File: config.mk
export PLATFORM = sky130hd
export DESIGN_NAME = ac3_syncframe_splitter
export DESIGN_NICKNAME = d
export VERILOG_FILES = /design/src/rtl/ac3sf_pkg.sv /design/src/rtl/ac3sf_in_stage.sv /design/src/rtl/ac3sf_parser.sv /design/src/rtl/ac3sf_out_stage.sv /design/src/rtl/ac3_syncframe_splitter.sv
export SDC_FILE = /design/constraint.sdc
export NUM_CORES = 1
export LEC_CHECK = 0
export ABC_AREA = 1
export CORE_MARGIN = 1
export CORE_UTILIZATION = 61
export DETAILED_ROUTE_END_ITERATION = 7
export DONT_BUFFER_PORTS = 1
export GPL_ROUTABILITY_DRIVEN = 0
export PLACE_DENSITY = 0.74
export SLEW_MARGIN = 20
export SYNTH_ARGS = -nofsm -noshare
export SYNTH_HDL_FRONTEND = slang
export SYNTH_SLANG_ARGS = --single-unit
File: constraint.sdc
create_clock -name clk -period 13.7 [get_ports clk]
set_clock_uncertainty 0.1 [all_clocks]
set_input_delay 2.74 -clock clk [delete_from_list [all_inputs] [get_ports clk]]
set_output_delay 2.74 -clock clk [all_outputs]
set_load 0.01 [all_outputs]
File: src/rtl/ac3sf_pkg.sv
// ac3sf_pkg: shared types, constants and frame length tables of the ac-3 sync frame splitter
`timescale 1ns / 1ps
package ac3sf_pkg;

  localparam logic [7:0] SYNC_BYTE0 = 8'h0B;
  localparam logic [7:0] SYNC_BYTE1 = 8'h77;

  localparam logic [1:0] EV_DONE = 2'd0;
  localparam logic [1:0] EV_BAD  = 2'd1;
  localparam logic [1:0] EV_BIG  = 2'd2;

  localparam logic [1:0] RATE_48K      = 2'd0;
  localparam logic [1:0] RATE_44K      = 2'd1;
  localparam logic [1:0] RATE_RESERVED = 2'd3;

  localparam logic [5:0]  SIZE_CODE_LAST    = 6'd37;
  localparam logic [15:0] BLOCK_LIMIT_RESET = 16'd3840;
  localparam logic [15:0] LEAD_REPORT_MAX   = 16'hFFFF;
  localparam logic [2:0]  HEADER_LAST_POS   = 3'd4;
  localparam logic [11:0] HEADER_BYTES      = 12'd5;

  // frame sizes in 16-bit words per frmsizecod
  localparam logic [10:0] WORDS_48K [0:37] = '{
    11'd64, 11'd64, 11'd80, 11'd80, 11'd96, 11'd96, 11'd112, 11'd112,
    11'd128, 11'd128, 11'd160, 11'd160, 11'd192, 11'd192, 11'd224, 11'd224,
    11'd256, 11'd256, 11'd320, 11'd320, 11'd384, 11'd384, 11'd448, 11'd448,
    11'd512, 11'd512, 11'd640, 11'd640, 11'd768, 11'd768, 11'd896, 11'd896,
    11'd1024, 11'd1024, 11'd1152, 11'd1152, 11'd1280, 11'd1280};

  localparam logic [10:0] WORDS_44K [0:37] = '{
    11'd69, 11'd70, 11'd87, 11'd88, 11'd104, 11'd105, 11'd121, 11'd122,
    11'd139, 11'd140, 11'd174, 11'd175, 11'd208, 11'd209, 11'd243, 11'd244,
    11'd278, 11'd279, 11'd348, 11'd349, 11'd417, 11'd418, 11'd487, 11'd488,
    11'd557, 11'd558, 11'd696, 11'd697, 11'd835, 11'd836, 11'd975, 11'd976,
    11'd1114, 11'd1115, 11'd1253, 11'd1254, 11'd1393, 11'd1394};

  localparam logic [10:0] WORDS_32K [0:37] = '{
    11'd96, 11'd96, 11'd120, 11'd120, 11'd144, 11'd144, 11'd168, 11'd168,
    11'd192, 11'd192, 11'd240, 11'd240, 11'd288, 11'd288, 11'd336, 11'd336,
    11'd384, 11'd384, 11'd480, 11'd480, 11'd576, 11'd576, 11'd672, 11'd672,
    11'd768, 11'd768, 11'd960, 11'd960, 11'd1152, 11'd1152, 11'd1344, 11'd1344,
    11'd1536, 11'd1536, 11'd1728, 11'd1728, 11'd1920, 11'd1920};

  typedef struct packed {
    logic [1:0]  event_kind;
    logic [15:0] lead_bytes;
    logic [11:0] frame_bytes;
    logic [1:0]  rate_code;
    logic [5:0]  size_code;
  } result_t;

  // frame length in bytes; caller keeps size code within the table
  function automatic logic [11:0] frame_length(input logic [1:0] rate, input logic [5:0] size);
    logic [10:0] words;
    case (rate)
      RATE_48K: words = WORDS_48K[size];
      RATE_44K: words = WORDS_44K[size];
      default:  words = WORDS_32K[size];
    endcase
    return {words, 1'b0};
  endfunction

endpackage

File: src/rtl/ac3sf_in_stage.sv
// ac3sf_in_stage: input byte register with stall control
`timescale 1ns / 1ps
module ac3sf_in_stage (
  input  logic       clk,
  input  logic       rst,
  input  logic       in_valid,
  output logic       in_ready,
  input  logic [7:0] data_byte,
  input  logic       out_room,
  output logic       step,
  output logic [7:0] byte_q
);

  logic held;

  // the held byte moves on whenever the result side has room
  assign step     = held & out_room;
  assign in_ready = ~held | step;

  always_ff @(posedge clk) begin
    if (rst) begin
      held <= 1'b0;
    end else if (in_valid && in_ready) begin
      held <= 1'b1;
    end else if (step) begin
      held <= 1'b0;
    end
  end

  always_ff @(posedge clk) begin
    if (in_valid && in_ready) begin
      byte_q <= data_byte;
    end
  end

endmodule

File: src/rtl/ac3sf_parser.sv
// ac3sf_parser: sync hunt, header decode and frame count state machine
`timescale 1ns / 1ps
module ac3sf_parser #(
  parameter int unsigned LEAD_COUNT_MAX = 65535
) (
  input  logic                 clk,
  input  logic                 rst,
  input  logic                 cfg_wr_en,
  input  logic [15:0]          cfg_wr_data,
  input  logic                 step,
  input  logic [7:0]           byte_q,
  output logic                 emit,
  output ac3sf_pkg::result_t   result
);
  import ac3sf_pkg::*;

  localparam int unsigned LEAD_W = $clog2(LEAD_COUNT_MAX + 1);

  localparam logic [1:0] PH_HUNT   = 2'd0;
  localparam logic [1:0] PH_HEADER = 2'd1;
  localparam logic [1:0] PH_BODY   = 2'd2;

  logic [15:0]       max_block_bytes;
  logic [1:0]        phase, phase_next;
  logic              saw_first_sync, saw_first_sync_next;
  logic [2:0]        header_position, header_position_next;
  logic [LEAD_W-1:0] lead_count, lead_count_next;
  logic [11:0]       bytes_left, bytes_left_next;
  logic [11:0]       held_frame_length, held_frame_length_next;
  logic [7:0]        held_codes, held_codes_next;

  logic [31:0]       lead_ext, lead_plus1, lead_plus2;
  logic [LEAD_W-1:0] lead_sat1, lead_sat2;
  logic [1:0]        rate;
  logic [5:0]        size;
  logic              bad_header;
  logic [11:0]       frame_len;
  logic [11:0]       left_dec;
  logic [15:0]       lead_report;

  assign lead_ext   = 32'(lead_count);
  assign lead_plus1 = lead_ext + 32'd1;
  assign lead_plus2 = lead_ext + 32'd2;
  assign lead_sat1  = (lead_plus1 > 32'(LEAD_COUNT_MAX)) ? LEAD_W'(LEAD_COUNT_MAX)
                                                         : LEAD_W'(lead_plus1);
  assign lead_sat2  = (lead_plus2 > 32'(LEAD_COUNT_MAX)) ? LEAD_W'(LEAD_COUNT_MAX)
                                                         : LEAD_W'(lead_plus2);
  assign lead_report = (lead_ext > 32'(LEAD_REPORT_MAX)) ? LEAD_REPORT_MAX
                                                         : lead_ext[15:0];

  assign rate       = byte_q[7:6];
  assign size       = byte_q[5:0];
  assign bad_header = (rate == RATE_RESERVED) || (size > SIZE_CODE_LAST);
  // reserved size codes read entry zero, the result is dropped anyway
  assign frame_len  = frame_length(rate, bad_header ? 6'd0 : size);
  assign left_dec   = bytes_left - {11'd0, (bytes_left != 12'd0)};

  always_comb begin
    phase_next             = phase;
    saw_first_sync_next    = saw_first_sync;
    header_position_next   = header_position;
    lead_count_next        = lead_count;
    bytes_left_next        = bytes_left;
    held_frame_length_next = held_frame_length;
    held_codes_next        = held_codes;
    emit                   = 1'b0;
    result.event_kind      = EV_DONE;
    result.lead_bytes      = lead_report;
    result.frame_bytes     = held_frame_length;
    result.rate_code       = held_codes[7:6];
    result.size_code       = held_codes[5:0];

    case (phase)
      PH_HUNT: begin
        if (saw_first_sync) begin
          if (byte_q == SYNC_BYTE1) begin
            phase_next           = PH_HEADER;
            header_position_next = 3'd1;
            saw_first_sync_next  = 1'b0;
          end else if (byte_q == SYNC_BYTE0) begin
            // the new 0x0b may still start the sync word
            lead_count_next = lead_sat1;
          end else begin
            lead_count_next     = lead_sat2;
            saw_first_sync_next = 1'b0;
          end
        end else if (byte_q == SYNC_BYTE0) begin
          saw_first_sync_next = 1'b1;
        end else begin
          lead_count_next = lead_sat1;
        end
      end
      PH_HEADER: begin
        header_position_next = header_position + 3'd1;
        if (header_position_next == HEADER_LAST_POS) begin
          result.rate_code = rate;
          result.size_code = size;
          if (bad_header) begin
            emit               = 1'b1;
            result.event_kind  = EV_BAD;
            result.frame_bytes = 12'd0;
          end else begin
            held_frame_length_next = frame_len;
            held_codes_next        = byte_q;
            if (lead_ext + 32'(frame_len) > 32'(max_block_bytes)) begin
              emit               = 1'b1;
              result.event_kind  = EV_BIG;
              result.frame_bytes = frame_len;
            end else begin
              bytes_left_next      = frame_len - HEADER_BYTES;
              phase_next           = PH_BODY;
              header_position_next = 3'd0;
            end
          end
        end
      end
      default: begin
        bytes_left_next = left_dec;
        if (left_dec == 12'd0) begin
          emit = 1'b1;
        end
      end
    endcase

    // every event sends the block back to hunting
    if (emit) begin
      phase_next           = PH_HUNT;
      saw_first_sync_next  = 1'b0;
      header_position_next = 3'd0;
      lead_count_next      = '0;
      bytes_left_next      = 12'd0;
    end
  end

  always_ff @(posedge clk) begin
    if (rst) begin
      max_block_bytes <= BLOCK_LIMIT_RESET;
    end else if (cfg_wr_en) begin
      max_block_bytes <= cfg_wr_data;
    end
  end

  always_ff @(posedge clk) begin
    if (rst) begin
      phase             <= PH_HUNT;
      saw_first_sync    <= 1'b0;
      header_position   <= 3'd0;
      lead_count        <= '0;
      bytes_left        <= 12'd0;
      held_frame_length <= 12'd0;
      held_codes        <= 8'd0;
    end else if (step) begin
      phase             <= phase_next;
      saw_first_sync    <= saw_first_sync_next;
      header_position   <= header_position_next;
      lead_count        <= lead_count_next;
      bytes_left        <= bytes_left_next;
      held_frame_length <= held_frame_length_next;
      held_codes        <= held_codes_next;
    end
  end

endmodule

File: src/rtl/ac3sf_out_stage.sv
// ac3sf_out_stage: result register with valid/ready output
`timescale 1ns / 1ps
module ac3sf_out_stage (
  input  logic               clk,
  input  logic               rst,
  input  logic               load,
  input  ac3sf_pkg::result_t result,
  output logic               out_room,
  output logic               out_valid,
  input  logic               out_ready,
  output ac3sf_pkg::result_t result_q
);
  import ac3sf_pkg::*;

  assign out_room = ~out_valid | out_ready;

  always_ff @(posedge clk) begin
    if (rst) begin
      out_valid <= 1'b0;
    end else if (load) begin
      out_valid <= 1'b1;
    end else if (out_ready) begin
      out_valid <= 1'b0;
    end
  end

  always_ff @(posedge clk) begin
    if (load) begin
      result_q <= result;
    end
  end

endmodule

File: src/rtl/ac3_syncframe_splitter.sv
// ac3_syncframe_splitter: top level of the ac-3 sync frame splitter
//
//   channel | direction | handshake            | payload
//   --------+-----------+----------------------+------------------------------------------
//   in      | in        | in_valid / in_ready  | data_byte
//   out     | out       | out_valid / out_ready| event_kind lead_bytes frame_bytes
//           |           |                      | rate_code size_code
//   cfg     | in        | cfg_wr_en            | cfg_wr_data (max_block_bytes)
//
// one byte per cycle sustained while the result register has room; a byte is
// registered, then decoded by the parser, and its event is loaded into the result register
// the byte register stalls only while the result register holds an untaken event
// synchronous reset empties both registers, starts hunting and sets the limit to 3840
`timescale 1ns / 1ps
module ac3_syncframe_splitter #(
  parameter int unsigned LEAD_COUNT_MAX = 65535
) (
  input  logic        clk,
  input  logic        rst,
  input  logic        in_valid,
  output logic        in_ready,
  input  logic [7:0]  data_byte,
  output logic        out_valid,
  input  logic        out_ready,
  output logic [1:0]  event_kind,
  output logic [15:0] lead_bytes,
  output logic [11:0] frame_bytes,
  output logic [1:0]  rate_code,
  output logic [5:0]  size_code,
  input  logic        cfg_wr_en,
  input  logic [15:0] cfg_wr_data
);
  import ac3sf_pkg::*;

  logic       step;
  logic       out_room;
  logic [7:0] byte_q;
  logic       emit;
  result_t    result;
  result_t    result_q;

  ac3sf_in_stage u_in_stage (
    .clk       (clk),
    .rst       (rst),
    .in_valid  (in_valid),
    .in_ready  (in_ready),
    .data_byte (data_byte),
    .out_room  (out_room),
    .step      (step),
    .byte_q    (byte_q)
  );

  ac3sf_parser #(
    .LEAD_COUNT_MAX (LEAD_COUNT_MAX)
  ) u_parser (
    .clk         (clk),
    .rst         (rst),
    .cfg_wr_en   (cfg_wr_en),
    .cfg_wr_data (cfg_wr_data),
    .step        (step),
    .byte_q      (byte_q),
    .emit        (emit),
    .result      (result)
  );

  ac3sf_out_stage u_out_stage (
    .clk       (clk),
    .rst       (rst),
    .load      (step & emit),
    .result    (result),
    .out_room  (out_room),
    .out_valid (out_valid),
    .out_ready (out_ready),
    .result_q  (result_q)
  );

  assign event_kind  = result_q.event_kind;
  assign lead_bytes  = result_q.lead_bytes;
  assign frame_bytes = result_q.frame_bytes;
  assign rate_code   = result_q.rate_code;
  assign size_code   = result_q.size_code;

endmodule

==> results <==
- The number of nets in the synthesized netlist is 1,113.
- After filler insertion, the fill cell instance count of the layout stands at 1,044.
- STA puts the critical path data required time at 13.66 ns.
- The area of combinational cells with multiple inputs is 0.004089 sq mm.
- The leakage power summed over all cells is 3.649 nW.
- The routed length per placed instance is 15.27 um.
- In this run the remaining antenna-violating nets after routing total 0.
- The path class of the tightest hold or removal check is reg2reg.
- Max-cap violations in this run came to 0.
- The max-slew violation count is 0.
- The combinational fraction of design power is 0.149.
- The Yosys step of the flow raised 0 warnings.
- After synthesis the netlist holds a flip-flop and latch count of 116.
- Counting flops with an async set or reset pin after synthesis yields a share of 0.
- The final period demand of the worst path is 7.580 ns.
- Dividing total power by cell area gives a power density of 115.1 mW/mm^2.
- The number of cells on the worst reg-to-reg path is 46.
- The clock tree from TritonCTS is built.
- The hold buffer count at CTS is 0.
- The worst hold path cell count is 2.
- The number of cells upsized or downsized after cts is 0.
- Pin placement for this block handled 69 I/O pins.
- The final-stage net count is 1,096.
- Of the total power, the clock network draws 0.452.
- Of the synthesized area, sequential elements account for 0.3655.
- The floorplan step defined a die boundary enclosing 0.01289 sq mm.
- Of the cells placed in the final design, the portion with a size suffix greater than 1 is 0.07551.
- The total area inside the core boundary comes to 0.01206 sq mm.
- The number of flops mapped to enable cells by yosys is 45.
- The maximum number of pins on one net before global-route repair is 38.
- Buffers placed on the I/O ports in this run total 0.
- The hold violation total from the final report is 0.
- The clock buffer count from CTS is 17.
- The most common flop cell mapped by yosys is dfxtp_1.
- The clock transition at the register clock pins on the worst setup and hold paths after CTS is 0.05 ns.
- The first detailed-routing pass ran for 8 iterations.
- Of the total power, the share spent switching nets is 0.2769.
- The number of inserted diodes is 0.
- Yosys mapped the design onto 53 distinct sky130hd cell types.
- The first-pass GRT wire length is 29.36 mm.
- The worst pin sits at a relative slew slack of 0.4608.
- The register cell area after layout is 0.002773 sq mm.
- The tree built by TritonCTS fans out to 116 sinks.
- For this configuration, the core starts out at a cell density of 0.6289.
- Summed over all layers, the routed wires come to 18.34 mm.
- The final-layout setup total negative slack is 0 ns.
- The slowest cell on the critical path is edfxtp_1.
- The switching power total is 0.0002607 W.
- For this run, design rule violations remaining after detail routing come to 0.
- The fraction of power consumed by sequential logic is 0.399.
- The final clock period utilization by the worst path is 0.5533.
- The initial antenna violation count is 0.
- The total number of placement rows is 40.
- From left edge to right edge, the die measures 113.5 um.
- The post-CTS setup-driven buffer insertion count is 0.
- The number of levels the H-tree was split into is 4.
- The maximum fanout count along the critical path is 37.
- The number of vias after detailed routing is 6,727.
- The aggregate global routing overflow is 0.
- The maximum operating frequency is 131.9 MHz.
- The startpoint kind of the worst setup timing path is a register.
- The internal power of the cells totals 0.0006808 W.
- The cell area after technology mapping is 0.007586 sq mm.
- The first routing iteration left 664 violations.
- The via density per instance is 5.601.
- Detailed placement finished with a half-perimeter wire length of 13.42 mm.
- The flow ran to the end, and the final reports show no timing, DRC or antenna violations.
- The area growth from synthesis to layout is 7.818%.
- The worst-case IR drop observed on VDD is 79.37 uV.
- The final count of negative-setup-slack endpoints is 0.
- The combined global-route utilization of all metal layers is 0.2957.
- STA puts the critical path data arrival time at 7.54 ns.
- The buffer depth of the longest clock path is 2.
- For this run, the share of the core covered by cells in the final layout is 0.6781.
- In this design, the stage delay of the slowest critical-path cell is 0.58 ns.
- The cell occurring most often along the worst timing path is nand2_1.
- For the pin with the worst max-slew slack, the measured transition is 0.8004 ns.
- The via count of the first global-routing pass is 5,938.
- The clock reaches the later pin of the worst-skew pair after 0.42 ns.
- Setup repair after global routing left no endpoint under its margin.
- The floorplan die height is 113.5 um.
- The start-to-end type of the worst setup path is reg2reg.
- STA classifies the critical path endpoint as a register.
- Synthesis produced 1,037 cells.
- The mean post-synth cell area is 7.315 sq um.
- The clock tree root buffer cell is clkbuf_16.
-- kinds of logic after synthesis --
logic type,synth area share
other,0.0004943
AND/OR/NAND/NOR,0.2627
flip-flops,0.3655
AO/OA/AOI/OAI,0.1603
XOR/XNOR,0.03695
buffers and inverters,0.09550
adder cells (fa/ha/maj),0.07851
-- final timing paths --
path,startpoint,to,slack (ns)
worst max register to register,u_in_stage.byte_q[3]$_DFFE_PP_,u_out_stage.result_q[14]$_DFFE_PP_,6.12
worst min-delay path,u_parser.max_block_bytes[6]$_SDFFE_PP0P_,u_parser.max_block_bytes[6]$_SDFFE_PP0P_,0.37
worst max-delay path,u_in_stage.byte_q[3]$_DFFE_PP_,u_out_stage.result_q[14]$_DFFE_PP_,6.12
worst min register to register,u_parser.max_block_bytes[6]$_SDFFE_PP0P_,u_parser.max_block_bytes[6]$_SDFFE_PP0P_,0.37
-- per-stage QoR --
| step | cell area, sq um | total power [W] | cells | hold WS, ns | setup slack (ns) |
|---|---|---|---|---|---|
| final | 8179 | 0.0009415 | 1201 | 0.3661 | 6.120 |
| after CTS | 8179 | 0.0009441 | 1201 | 0.3683 | 6.199 |
| after detailed placement | 7616 | 0.0005179 | 1169 | 0.3630 | 6.319 |
| after global routing | 8179 | 0.0009782 | 1201 | 0.3896 | 5.473 |
| after floorplan | 7586 | 0.0004897 | 1037 | 0.3064 | 7.471 |
| after global placement | 7616 | 0.0005167 | 1169 | 0.3547 | 6.572 |
-- cells in the final DEF, fill, tap and decap left out, drive strengths merged, types with 2 or more instances in the layout --
cell type	instances
nand2	214
inv	138
nor2	118
o21ai	106
a21oi	85
dfxtp	71
nand3	71
ha	46
edfxtp	45
xor2	24
clkbuf	21
nand4	16
nor3	10
xnor2	8
o22ai	8
clkinv	7
nor4	6
o211ai	5
o31ai	3
clkinvlp	3
buf	3
or2	3
o21bai	2
a31oi	2
a211oi	2
a22o	2
bufinv	2
-- critical path: cells and delay by family (launching register included) --
| kind | cells | cell delay [ns] |
|---|---|---|
| AND/OR/NAND/NOR | 25 | 3.24 |
| buffers and inverters | 10 | 1.19 |
| adder cells (fa/ha/maj) | 4 | 1.14 |
| AO/OA/AOI/OAI | 6 | 0.76 |
| flip-flops | 1 | 0.58 |
| XOR/XNOR | 1 | 0.16 |
-- sequential cells by signal, summed over array words and instances, names as in the netlist --
| signal | count |
|---|---|
| u_in_stage.held | 1 |
| u_parser.lead_count | 16 |
| u_parser.held_codes | 8 |
| u_out_stage.result_q | 37 |
| u_parser.phase | 2 |
| u_parser.bytes_left | 12 |
| u_parser.header_position | 3 |
| u_in_stage.byte_q | 8 |
| u_parser.saw_first_sync | 1 |
| u_out_stage.out_valid | 1 |
| u_parser.held_frame_length | 11 |
| u_parser.max_block_bytes | 16 |
-- routing by layer --
layer	track usage	routed length [um]
met1	0.4125	8559
met3	0.07067	1463
met5	0	0
met2	0.4419	7897
met4	0.1158	416
-- cell type report --
cell class	count	area share
timing repair buffer	3	0.002754
multi-input combinational	743	0.4999
sequential	116	0.3390
clock buffer	21	0.05507
tap	168	0.02570
inverter	139	0.06379
clock inverter	11	0.01377
-- synthesized netlist by cell type, drive strengths merged, types with 10 or more instances --
| cell type | count | area, sq um |
|---|---|---|
| nor3 | 10 | 50.05 |
| nand4 | 16 | 106.4 |
| nand3 | 71 | 412.9 |
| inv | 138 | 518.0 |
| a21oi | 85 | 447.9 |
| nand2 | 214 | 843.3 |
| xor2 | 24 | 210.2 |
| dfxtp | 71 | 1421 |
| edfxtp | 45 | 1351 |
| nor2 | 118 | 501.7 |
| buf | 15 | 112.6 |
| clkbuf | 24 | 90.09 |
| ha | 46 | 575.6 |
| o21ai | 106 | 530.5 |
-- power by group through the flow --
stage / Sequential, W / Combinational [W] / Clock, W
after CTS: 0.000375 / 0.000138 / 0.000430
after global routing: 0.000376 / 0.000158 / 0.000444
after floorplan: 0.000376 / 0.000114 / 0
after detailed placement: 0.000382 / 0.000136 / 0
final: 0.000375 / 0.000140 / 0.000426
after global placement: 0.000382 / 0.000135 / 0
No activity file was read; power rests on OpenSTA's default activity.
